--- config.mk ---
export PLATFORM = sky130hd
export DESIGN_NAME = rgb_hsv_color_converter
export DESIGN_NICKNAME = d
export VERILOG_FILES = /design/src/rtl/core/rhc_pkg.sv /design/src/rtl/core/rhc_hsv2rgb.sv /design/src/rtl/core/rhc_rgb2hsv.sv /design/src/rtl/core/rgb_hsv_color_converter.sv
export SDC_FILE = /design/constraint.sdc
export NUM_CORES = 2
export LEC_CHECK = 0
export BUFFER_PORTS_ARGS = -buffer_cell sky130_fd_sc_hd__buf_2
export CORE_UTILIZATION = 45
export DETAILED_ROUTE_END_ITERATION = 16
export REMOVE_ABC_BUFFERS = 1
export SYNTH_ARGS = -nofsm -noshare
export SYNTH_HDL_FRONTEND = slang
export SYNTH_HIERARCHICAL = 1
export SYNTH_SLANG_ARGS = --single-unit
--- constraint.sdc ---
create_clock -name clk -period 11.75 [get_ports clk]
set_input_delay 1.175 -clock clk [delete_from_list [all_inputs] [get_ports clk]]
set_output_delay 1.175 -clock clk [all_outputs]
set_load 0.005 [all_outputs]
--- src/rtl/core/rhc_pkg.sv ---
package rhc_pkg;

	typedef struct packed {
		logic       cmd;
		logic [8:0] hue_or_red;
		logic [8:0] sat_or_green;
		logic [8:0] val_or_blue;
	} pix_t;

	typedef struct packed {
		logic [7:0] red;
		logic [7:0] green;
		logic [7:0] blue;
		logic [8:0] hue_deg;
		logic [6:0] saturation_pct;
		logic [6:0] brightness_pct;
		logic       range_error;
	} res_t;

	typedef struct packed {
		logic [7:0] red;
		logic [7:0] green;
		logic [7:0] blue;
	} rgb_t;

	typedef struct packed {
		logic [8:0] hue;
		logic [6:0] sat;
		logic [6:0] val;
	} hsv_t;

	localparam logic CMD_HSV2RGB = 1'b0;
	localparam logic CMD_RGB2HSV = 1'b1;

	localparam logic [8:0] HUE_FULL = 9'd360;
	localparam logic [8:0] PCT_MAX  = 9'd100;
	localparam logic [8:0] CH_MAX   = 9'd255;

	// floor(x / c) == (x * ceil(2^k / c)) >> k when k >= log2(x range) + ceil(log2 c);
	// the 255 scale is folded into each constant (255/100 = 51/20 and so on)
	localparam int LV_SHIFT = 18;
	localparam logic [19:0] LV_MUL =
		20'(((64'd1 << LV_SHIFT) + 64'd19) / 64'd20 * 64'd51);
	localparam int LP_SHIFT = 30;
	localparam logic [24:0] LP_MUL =
		25'(((64'd1 << LP_SHIFT) + 64'd1999) / 64'd2000 * 64'd51);
	localparam int LQ_SHIFT = 40;
	localparam logic [28:0] LQ_MUL =
		29'(((64'd1 << LQ_SHIFT) + 64'd39999) / 64'd40000 * 64'd17);
	localparam int VB_SHIFT = 19;
	localparam logic [17:0] VB_MUL =
		18'(((64'd1 << VB_SHIFT) + 64'd50) / 64'd51 * 64'd20);

endpackage

--- src/rtl/core/rhc_hsv2rgb.sv ---
module rhc_hsv2rgb (
	input  logic          clk,
	input  logic          en,
	input  rhc_pkg::hsv_t hsv,
	output rhc_pkg::rgb_t rgb
);

	// stage A: sector and offset within sector
	logic [8:0] hn;
	logic [2:0] sec;
	logic [8:0] base;
	logic [8:0] fdiff;

	always_comb begin
		hn = (hsv.hue >= rhc_pkg::HUE_FULL) ? 9'd0 : hsv.hue;
		if (hn < 9'd60) begin
			sec = 3'd0; base = 9'd0;
		end else if (hn < 9'd120) begin
			sec = 3'd1; base = 9'd60;
		end else if (hn < 9'd180) begin
			sec = 3'd2; base = 9'd120;
		end else if (hn < 9'd240) begin
			sec = 3'd3; base = 9'd180;
		end else if (hn < 9'd300) begin
			sec = 3'd4; base = 9'd240;
		end else begin
			sec = 3'd5; base = 9'd300;
		end
		fdiff = hn - base;
	end

	logic [2:0] sec_s2;
	logic [5:0] f_s2;
	logic [6:0] sat_s2, val_s2;

	always_ff @(posedge clk) begin
		if (en) begin
			sec_s2 <= sec;
			f_s2   <= fdiff[5:0];
			sat_s2 <= hsv.sat;
			val_s2 <= hsv.val;
		end
	end

	// stage B: first products
	logic [13:0] a_b;
	logic [12:0] pf_b, pg_b;

	always_comb begin
		a_b  = val_s2 * (7'd100 - sat_s2);
		pf_b = sat_s2 * f_s2;
		pg_b = sat_s2 * (6'd60 - f_s2);
	end

	logic [2:0]  sec_s3;
	logic [6:0]  val_s3;
	logic        grey_s3;
	logic [13:0] a_s3;
	logic [12:0] pf_s3, pg_s3;

	always_ff @(posedge clk) begin
		if (en) begin
			sec_s3  <= sec_s2;
			val_s3  <= val_s2;
			grey_s3 <= (sat_s2 == 7'd0);
			a_s3    <= a_b;
			pf_s3   <= pf_b;
			pg_s3   <= pg_b;
		end
	end

	// stage C: level numerators and the v and p levels
	logic [19:0] bq_c, bt_c;
	logic [38:0] mp_c;
	logic [26:0] mv_c;

	always_comb begin
		bq_c = val_s3 * (13'd6000 - pf_s3);
		bt_c = val_s3 * (13'd6000 - pg_s3);
		mp_c = a_s3 * rhc_pkg::LP_MUL;
		mv_c = val_s3 * rhc_pkg::LV_MUL;
	end

	logic [2:0]  sec_s4;
	logic        grey_s4;
	logic [7:0]  lv_s4, lp_s4;
	logic [19:0] bq_s4, bt_s4;

	always_ff @(posedge clk) begin
		if (en) begin
			sec_s4  <= sec_s3;
			grey_s4 <= grey_s3;
			lv_s4   <= mv_c[rhc_pkg::LV_SHIFT +: 8];
			lp_s4   <= mp_c[rhc_pkg::LP_SHIFT +: 8];
			bq_s4   <= bq_c;
			bt_s4   <= bt_c;
		end
	end

	// stage D: q and t levels, then place by sector
	logic [48:0] mq_d, mt_d;
	logic [7:0]  lq, lt;
	rhc_pkg::rgb_t sel;

	always_comb begin
		mq_d = bq_s4 * rhc_pkg::LQ_MUL;
		mt_d = bt_s4 * rhc_pkg::LQ_MUL;
		lq   = mq_d[rhc_pkg::LQ_SHIFT +: 8];
		lt   = mt_d[rhc_pkg::LQ_SHIFT +: 8];
		if (grey_s4) begin
			sel = '{red: lv_s4, green: lv_s4, blue: lv_s4};
		end else begin
			case (sec_s4)
				3'd0: sel = '{red: lv_s4, green: lt,    blue: lp_s4};
				3'd1: sel = '{red: lq,    green: lv_s4, blue: lp_s4};
				3'd2: sel = '{red: lp_s4, green: lv_s4, blue: lt};
				3'd3: sel = '{red: lp_s4, green: lq,    blue: lv_s4};
				3'd4: sel = '{red: lt,    green: lp_s4, blue: lv_s4};
				default: sel = '{red: lv_s4, green: lp_s4, blue: lq};
			endcase
		end
	end

	always_ff @(posedge clk) begin
		if (en) begin
			rgb <= sel;
		end
	end

endmodule

--- src/rtl/core/rhc_rgb2hsv.sv ---
module rhc_rgb2hsv (
	input  logic          clk,
	input  logic          en,
	input  rhc_pkg::rgb_t rgb,
	output rhc_pkg::hsv_t hsv
);

	// one restoring step: shift in a dividend bit, subtract when it fits
	function automatic logic [8:0] div_step(input logic [7:0] rem, input logic nb,
		input logic [7:0] dvs);
		logic [8:0] t;
		begin
			t = {rem, nb};
			if (t >= {1'b0, dvs}) begin
				div_step = {1'b1, 8'(t - {1'b0, dvs})};
			end else begin
				div_step = {1'b0, t[7:0]};
			end
		end
	endfunction

	// stage A: extremes and hue numerator
	logic [7:0]  mx, mn, d;
	logic [16:0] num;

	always_comb begin
		mx = (rgb.red > rgb.green) ? rgb.red : rgb.green;
		mx = (mx > rgb.blue) ? mx : rgb.blue;
		mn = (rgb.red < rgb.green) ? rgb.red : rgb.green;
		mn = (mn < rgb.blue) ? mn : rgb.blue;
		d  = mx - mn;
		if (rgb.red == mx) begin
			if (rgb.green >= rgb.blue) begin
				num = 17'd60 * 17'(rgb.green - rgb.blue);
			end else begin
				num = 17'd360 * 17'(d) - 17'd60 * 17'(rgb.blue - rgb.green);
			end
		end else if (rgb.green == mx) begin
			num = 17'd120 * 17'(d) + 17'd60 * 17'(rgb.blue) - 17'd60 * 17'(rgb.red);
		end else begin
			num = 17'd240 * 17'(d) + 17'd60 * 17'(rgb.red) - 17'd60 * 17'(rgb.green);
		end
	end

	logic [16:0] num_s2;
	logic [14:0] x_s2;
	logic [7:0]  d_s2, mx_s2;
	logic        grey_s2;

	always_ff @(posedge clk) begin
		if (en) begin
			num_s2  <= num;
			x_s2    <= 15'd100 * 15'(d);
			d_s2    <= d;
			mx_s2   <= mx;
			grey_s2 <= (d == 8'd0);
		end
	end

	// stage B: brightness, hue bits 8..6, saturation bits 6..4
	logic [25:0] mb_b;
	logic [7:0]  rh_b, rs_b;
	logic [2:0]  qh_b, qs_b;
	logic [8:0]  st_b;

	always_comb begin
		mb_b = mx_s2 * rhc_pkg::VB_MUL;
		rh_b = num_s2[16:9];
		rs_b = x_s2[14:7];
		for (int i = 2; i >= 0; i--) begin
			st_b    = div_step(rh_b, num_s2[6 + i], d_s2);
			qh_b[i] = st_b[8];
			rh_b    = st_b[7:0];
			st_b    = div_step(rs_b, x_s2[4 + i], mx_s2);
			qs_b[i] = st_b[8];
			rs_b    = st_b[7:0];
		end
	end

	logic [7:0] rh_s3, rs_s3, d_s3, mx_s3;
	logic [2:0] qh_s3, qs_s3;
	logic [5:0] num_s3;
	logic [3:0] x_s3;
	logic [6:0] vb_s3;
	logic       grey_s3;

	always_ff @(posedge clk) begin
		if (en) begin
			rh_s3   <= rh_b;
			rs_s3   <= rs_b;
			qh_s3   <= qh_b;
			qs_s3   <= qs_b;
			num_s3  <= num_s2[5:0];
			x_s3    <= x_s2[3:0];
			d_s3    <= d_s2;
			mx_s3   <= mx_s2;
			vb_s3   <= mb_b[rhc_pkg::VB_SHIFT +: 7];
			grey_s3 <= grey_s2;
		end
	end

	// stage C: hue bits 5..3, saturation bits 3..1
	logic [7:0] rh_c, rs_c;
	logic [2:0] qh_c, qs_c;
	logic [8:0] st_c;

	always_comb begin
		rh_c = rh_s3;
		rs_c = rs_s3;
		for (int i = 2; i >= 0; i--) begin
			st_c    = div_step(rh_c, num_s3[3 + i], d_s3);
			qh_c[i] = st_c[8];
			rh_c    = st_c[7:0];
			st_c    = div_step(rs_c, x_s3[1 + i], mx_s3);
			qs_c[i] = st_c[8];
			rs_c    = st_c[7:0];
		end
	end

	logic [7:0] rh_s4, rs_s4, d_s4, mx_s4;
	logic [5:0] qh_s4, qs_s4;
	logic [2:0] num_s4;
	logic       x_s4;
	logic [6:0] vb_s4;
	logic       grey_s4;

	always_ff @(posedge clk) begin
		if (en) begin
			rh_s4   <= rh_c;
			rs_s4   <= rs_c;
			qh_s4   <= {qh_s3, qh_c};
			qs_s4   <= {qs_s3, qs_c};
			num_s4  <= num_s3[2:0];
			x_s4    <= x_s3[0];
			d_s4    <= d_s3;
			mx_s4   <= mx_s3;
			vb_s4   <= vb_s3;
			grey_s4 <= grey_s3;
		end
	end

	// stage D: hue bits 2..0, last saturation bit
	logic [7:0] rh_d;
	logic [2:0] qh_d;
	logic [8:0] st_d;
	logic [8:0] ss_d;

	always_comb begin
		rh_d = rh_s4;
		for (int i = 2; i >= 0; i--) begin
			st_d    = div_step(rh_d, num_s4[i], d_s4);
			qh_d[i] = st_d[8];
			rh_d    = st_d[7:0];
		end
		ss_d = div_step(rs_s4, x_s4, mx_s4);
	end

	always_ff @(posedge clk) begin
		if (en) begin
			hsv.hue <= grey_s4 ? 9'd0 : {qh_s4, qh_d};
			hsv.sat <= grey_s4 ? 7'd0 : {qs_s4, ss_d[8]};
			hsv.val <= vb_s4;
		end
	end

endmodule

--- src/rtl/core/rgb_hsv_color_converter.sv ---
// Pixel color converter between hue/saturation/brightness and RGB. The cmd field picks
// the direction; the input triple is echoed and the converted triple is returned, with
// range_error set and all else zero when a component is out of range. The datapath is a
// five-stage pipeline under one shared enable: a pixel transfers on every clock while the
// result side takes results, and each result is offered when its pixel reaches the last
// stage, held back by any stall on the result side. The depth is set by the 9-bit hue
// quotient, worked three bits per stage.
module rgb_hsv_color_converter (
	input  logic          clk,
	input  logic          arst_n,
	input  logic          pix_valid,
	output logic          pix_ready,
	input  rhc_pkg::pix_t pix,
	output logic          res_valid,
	input  logic          res_ready,
	output rhc_pkg::res_t res
);

	typedef struct packed {
		logic       cmd;
		logic       err;
		logic [8:0] a;
		logic [8:0] b;
		logic [8:0] c;
	} meta_t;

	logic  en;
	logic  v_s1, v_s2, v_s3, v_s4, v_s5;
	meta_t in_meta;
	meta_t meta_s1, meta_s2, meta_s3, meta_s4, meta_s5;
	rhc_pkg::rgb_t rgb_out;
	rhc_pkg::hsv_t hsv_out;

	// advance the whole pipe whenever the output slot is free or drains
	assign en        = !v_s5 || res_ready;
	assign pix_ready = en;
	assign res_valid = v_s5;

	always_comb begin
		in_meta.cmd = pix.cmd;
		in_meta.a   = pix.hue_or_red;
		in_meta.b   = pix.sat_or_green;
		in_meta.c   = pix.val_or_blue;
		if (pix.cmd == rhc_pkg::CMD_HSV2RGB) begin
			in_meta.err = (pix.hue_or_red > rhc_pkg::HUE_FULL) ||
				(pix.sat_or_green > rhc_pkg::PCT_MAX) || (pix.val_or_blue > rhc_pkg::PCT_MAX);
		end else begin
			in_meta.err = (pix.hue_or_red > rhc_pkg::CH_MAX) ||
				(pix.sat_or_green > rhc_pkg::CH_MAX) || (pix.val_or_blue > rhc_pkg::CH_MAX);
		end
	end

	always_ff @(posedge clk or negedge arst_n) begin
		if (!arst_n) begin
			v_s1 <= 1'b0;
			v_s2 <= 1'b0;
			v_s3 <= 1'b0;
			v_s4 <= 1'b0;
			v_s5 <= 1'b0;
		end else if (en) begin
			v_s1 <= pix_valid;
			v_s2 <= v_s1;
			v_s3 <= v_s2;
			v_s4 <= v_s3;
			v_s5 <= v_s4;
		end
	end

	always_ff @(posedge clk) begin
		if (en) begin
			meta_s1 <= in_meta;
			meta_s2 <= meta_s1;
			meta_s3 <= meta_s2;
			meta_s4 <= meta_s3;
			meta_s5 <= meta_s4;
		end
	end

	rhc_hsv2rgb u_hsv2rgb (
		.clk (clk),
		.en  (en),
		.hsv ('{hue: meta_s1.a, sat: meta_s1.b[6:0], val: meta_s1.c[6:0]}),
		.rgb (rgb_out)
	);

	rhc_rgb2hsv u_rgb2hsv (
		.clk (clk),
		.en  (en),
		.rgb ('{red: meta_s1.a[7:0], green: meta_s1.b[7:0], blue: meta_s1.c[7:0]}),
		.hsv (hsv_out)
	);

	always_comb begin
		res = '0;
		if (meta_s5.err) begin
			res.range_error = 1'b1;
		end else if (meta_s5.cmd == rhc_pkg::CMD_HSV2RGB) begin
			res.red            = rgb_out.red;
			res.green          = rgb_out.green;
			res.blue           = rgb_out.blue;
			res.hue_deg        = meta_s5.a;
			res.saturation_pct = meta_s5.b[6:0];
			res.brightness_pct = meta_s5.c[6:0];
		end else begin
			res.red            = meta_s5.a[7:0];
			res.green          = meta_s5.b[7:0];
			res.blue           = meta_s5.c[7:0];
			res.hue_deg        = hsv_out.hue;
			res.saturation_pct = hsv_out.sat;
			res.brightness_pct = hsv_out.val;
		end
	end

endmodule
==> results.py <==
metrics = {
    "route": {
        "drt_iter0_drc": 2867,
        "via_per_inst": 5.19,
        "vias": 47600,
        "ant_nets": 0,
        "firstDrtPassIters": 9,
        "avgRoutedWirePerCell_microns": 19.4,
        "finalWirelength_mm": 178,
        "remaining_drc_errors": 0,
    },
    "sta": {
        "fin_crit_ns": 10.55,
        "slew_headroom": 0.260,
        "min_period_over_period": 0.898,
        "finalSetupViolations": 0,
        "slew_viol_final": 0,
        "hold_viol": 0,
        "timing.final.ws_setup_ns": 1.20,
        "worst_slew_pin_slew_ns": 1.10,
        "whs_ns": 0.356,
        "tns_ns": 0,
        "finClkSkew_ns": 0.0474,
        "max_freq_mhz": 94.8,
        "rsz0062_at_grt": "false",
    },
    "cts": {
        "cts_root_buf": "clkbuf_16",
        "cts_max_level": 2,
        "clock_latency_ns": 0.66,
        "cts_made_buffers": 52,
        "postCtsSetupBuffers": 0,
        "cts-resized-gates": 0,
        "path_clk_slew_ns": 0.06,
        "cts_tree": "done",
        "hold_buffers": 0,
        "clkSinkCount": 464,
        "clockBufferDepth": 3,
    },
    "die": {
        "die-area_sq_um": 159000,
        "io_pins": 82,
        "initial_utilization": 0.454,
        "die_w_microns": 399,
        "row_count": 145,
        "core_area_sq_um": 157000,
        "chipHeight_microns": 399,
    },
    "global_route": {
        "grt_pass1_vias": 48700,
        "grt_pass1_wl_mm": 278,
        "grt_max_degree": 148,
        "antenna_found_initial": 2,
        "grtUsageTotal": 0.227,
        "gr-total-overflow": 0,
    },
    "status": {
        "run_status": "completed",
    },
    "synthesis": {
        "synth_enable_flop_cells": 459,
        "mappedNetlistArea_sq_um": 71100,
        "synthCells": 6961,
        "synth_xor_xnor_area_share": 0.0466,
        "seq_area_frac_synth": 0.196,
        "async_flop_share": 0.0108,
        "synth-compound-area-share": 0.0848,
        "synthesis.area_per_instance_sq_um": 10.2,
        "synth-seq-cells": 464,
        "yosys.area_share.simple": 0.0794,
        "synth_top_family_by_area": "adder cells",
        "yosysUniqueCellTypes": 103,
        "yosys_warnings": 6,
        "synthFlopType": "edfxtp_1",
        "synth_mux_area_frac": 0.0200,
        "synth_adder_area_share": 0.480,
    },
    "placement": {
        "port_buffers": 81,
        "place_hpwl_mm": 150,
        "place_worst_setup_slack_ns": 1.26,
        "place_congestion": 0.935,
    },
    "critical_path": {
        "critPathKind": "flip-flop to flip-flop",
        "end_kind": "flip-flop",
        "critical_path.max_stage_delay_ns": 0.71,
        "cp.required_ns": 12.11,
        "crit_path_max_fanout": 25,
        "crit_top_cell": "a21oi_1",
        "worst_path_max_delay_cell": "edfxtp_1",
        "arrival_ns": 10.92,
        "cp-start-kind": "flip-flop",
    },
    "finish": {
        "syn_to_final_growth_pct": 6.77,
        "layout.nets": 9271,
        "final_layout_size_suffix_gt1_frac": 0.0512,
    },
    "min_path": {
        "hp-class": "input pin to async pin",
    },
    "run": {
        "max_cap_viol_count": 0,
    },
}
[cell families (layout without fill, tap and decap cells)]
logic type | count (synthesis) | in the layout
buffers and inverters | 1742 | 1884
muxes | 134 | 134
DFF | 464 | 464
adders and majority gates | 2179 | 2179
and+or+nand+nor | 1141 | 1141
xor gates and xnor gates | 375 | 375
other | 0 | 2
AOI/OAI and AO/OA | 926 | 926
[flip-flops by register name, summed over array words and instances, names as in the netlist, 12 cells and up]
name and cells:
u_rgb2hsv/hsv 23, u_hsv2rgb/pf_s3 13, meta_s1 27, u_hsv2rgb/bq_s4 20
u_rgb2hsv/num_s2 15, meta_s5 27, meta_s4 27, u_hsv2rgb/pg_s3 12
u_hsv2rgb/a_s3 14, u_hsv2rgb/bt_s4 19, u_hsv2rgb/rgb 24, meta_s3 27
meta_s2 27
[placed cells by master, fill, tap and decap left out, types with 18 or more instances in the layout]
cell / instances
a211oi_1: 25
a21boi_0: 25
a21o_1: 91
a21oi_1: 287
a31oi_1: 23
and2_1: 180
buf_2: 81
buf_4: 57
clkbuf_16: 52
edfxtp_1: 459
fa_1: 914
ha_1: 1265
inv_1: 1640
mux2_2: 57
mux2i_1: 75
nand2_1: 307
nand2b_1: 63
nand3_1: 66
nand4_1: 37
nor2_1: 285
nor2b_1: 76
nor3_1: 32
o21a_1: 38
o21ai_0: 200
o21bai_1: 63
or2_2: 18
xnor2_1: 266
xor2_1: 105
[cell type report]
cell class	instances	area (sq um)
Sequential cell	464	13900
Timing Repair Buffer	139	853
Clock buffer	52	1300
Fill cell	14500	80700
Multi-Input combinational cell	4755	50500
Inverter	1648	6190
Antenna cell	2	5.00
Tap cell	2058	2570
Clock inverter	45	499
[worst max-delay path, delay by kind of cell (launching register included)]
kind / cells / cell delay (ns)
DFF: 1 / 0.71
and+or+nand+nor: 7 / 1.19
xor gates and xnor gates: 4 / 1.18
AOI/OAI and AO/OA: 16 / 2.79
buffers and inverters: 4 / 0.72
adders and majority gates: 9 / 3.66
[path summary, 6_finish.rpt]
check	depth (start not counted)	startpoint	to	slack (ns)
max	40	meta_s1[13]	u_rgb2hsv/num_s2[16]	1.20
min	1	arst_n	v_s3	0.36
max reg2reg	40	meta_s1[13]	u_rgb2hsv/num_s2[16]	1.20
min reg2reg	0	meta_s1[27]	meta_s2[27]	0.41
max in group asynchronous	1	arst_n	res_valid	11.26
min in group clk	0	meta_s1[27]	meta_s2[27]	0.41
[Yosys cell counts (7+ instances only)]
cell type	n	area, sq um
a211oi_1	25	188
a21boi_0	25	188
a21o_1	91	683
a21oi_1	287	1440
a221oi_1	7	61.3
a31oi_1	23	144
and2_1	180	1130
and3_1	17	106
and4_1	8	70.1
buf_2	24	120
clkbuf_1	58	218
edfxtp_1	459	13800
fa_1	914	18300
ha_1	1265	15800
inv_1	1641	6160
mux2_2	57	642
mux2i_1	75	751
nand2_1	307	1150
nand2b_1	63	394
nand3_1	66	330
nand4_1	37	231
nor2_1	285	1070
nor2b_1	76	475
nor3_1	32	160
nor4_1	10	62.6
o2111ai_1	9	78.8
o211a_1	9	90.1
o211ai_1	12	90.1
o21a_1	38	285
o21ai_0	201	1010
o21bai_1	63	473
o221ai_1	8	70.1
o22ai_1	13	81.3
o31ai_1	17	128
o41ai_1	7	61.3
or2_2	18	113
or3_1	8	50.1
or4_1	8	60.1
xnor2_1	266	2330
xor2_1	105	920
[layer usage]
metal  share of wire  global-route usage  vias up
met5               0                   0        -
met4           0.028              0.0599        0
met3           0.044              0.0224      168
li1                -                   -    22800
met1            0.46               0.321    23600
met2            0.47               0.373      948
[per-stage QoR]
stage	cell area (sq um)	utilization	cells
finish	75900	0.485	9163
global route	75900	0.485	9161
CTS	75900	0.485	9161
detailed placement	74100	0.473	9064
global placement	74100	0.473	9064
floorplan	70600	-	6867
Power is left out: the tool's default activity adds up to more than one toggle a clock period on the data nets, which glitch-free logic cannot reach.
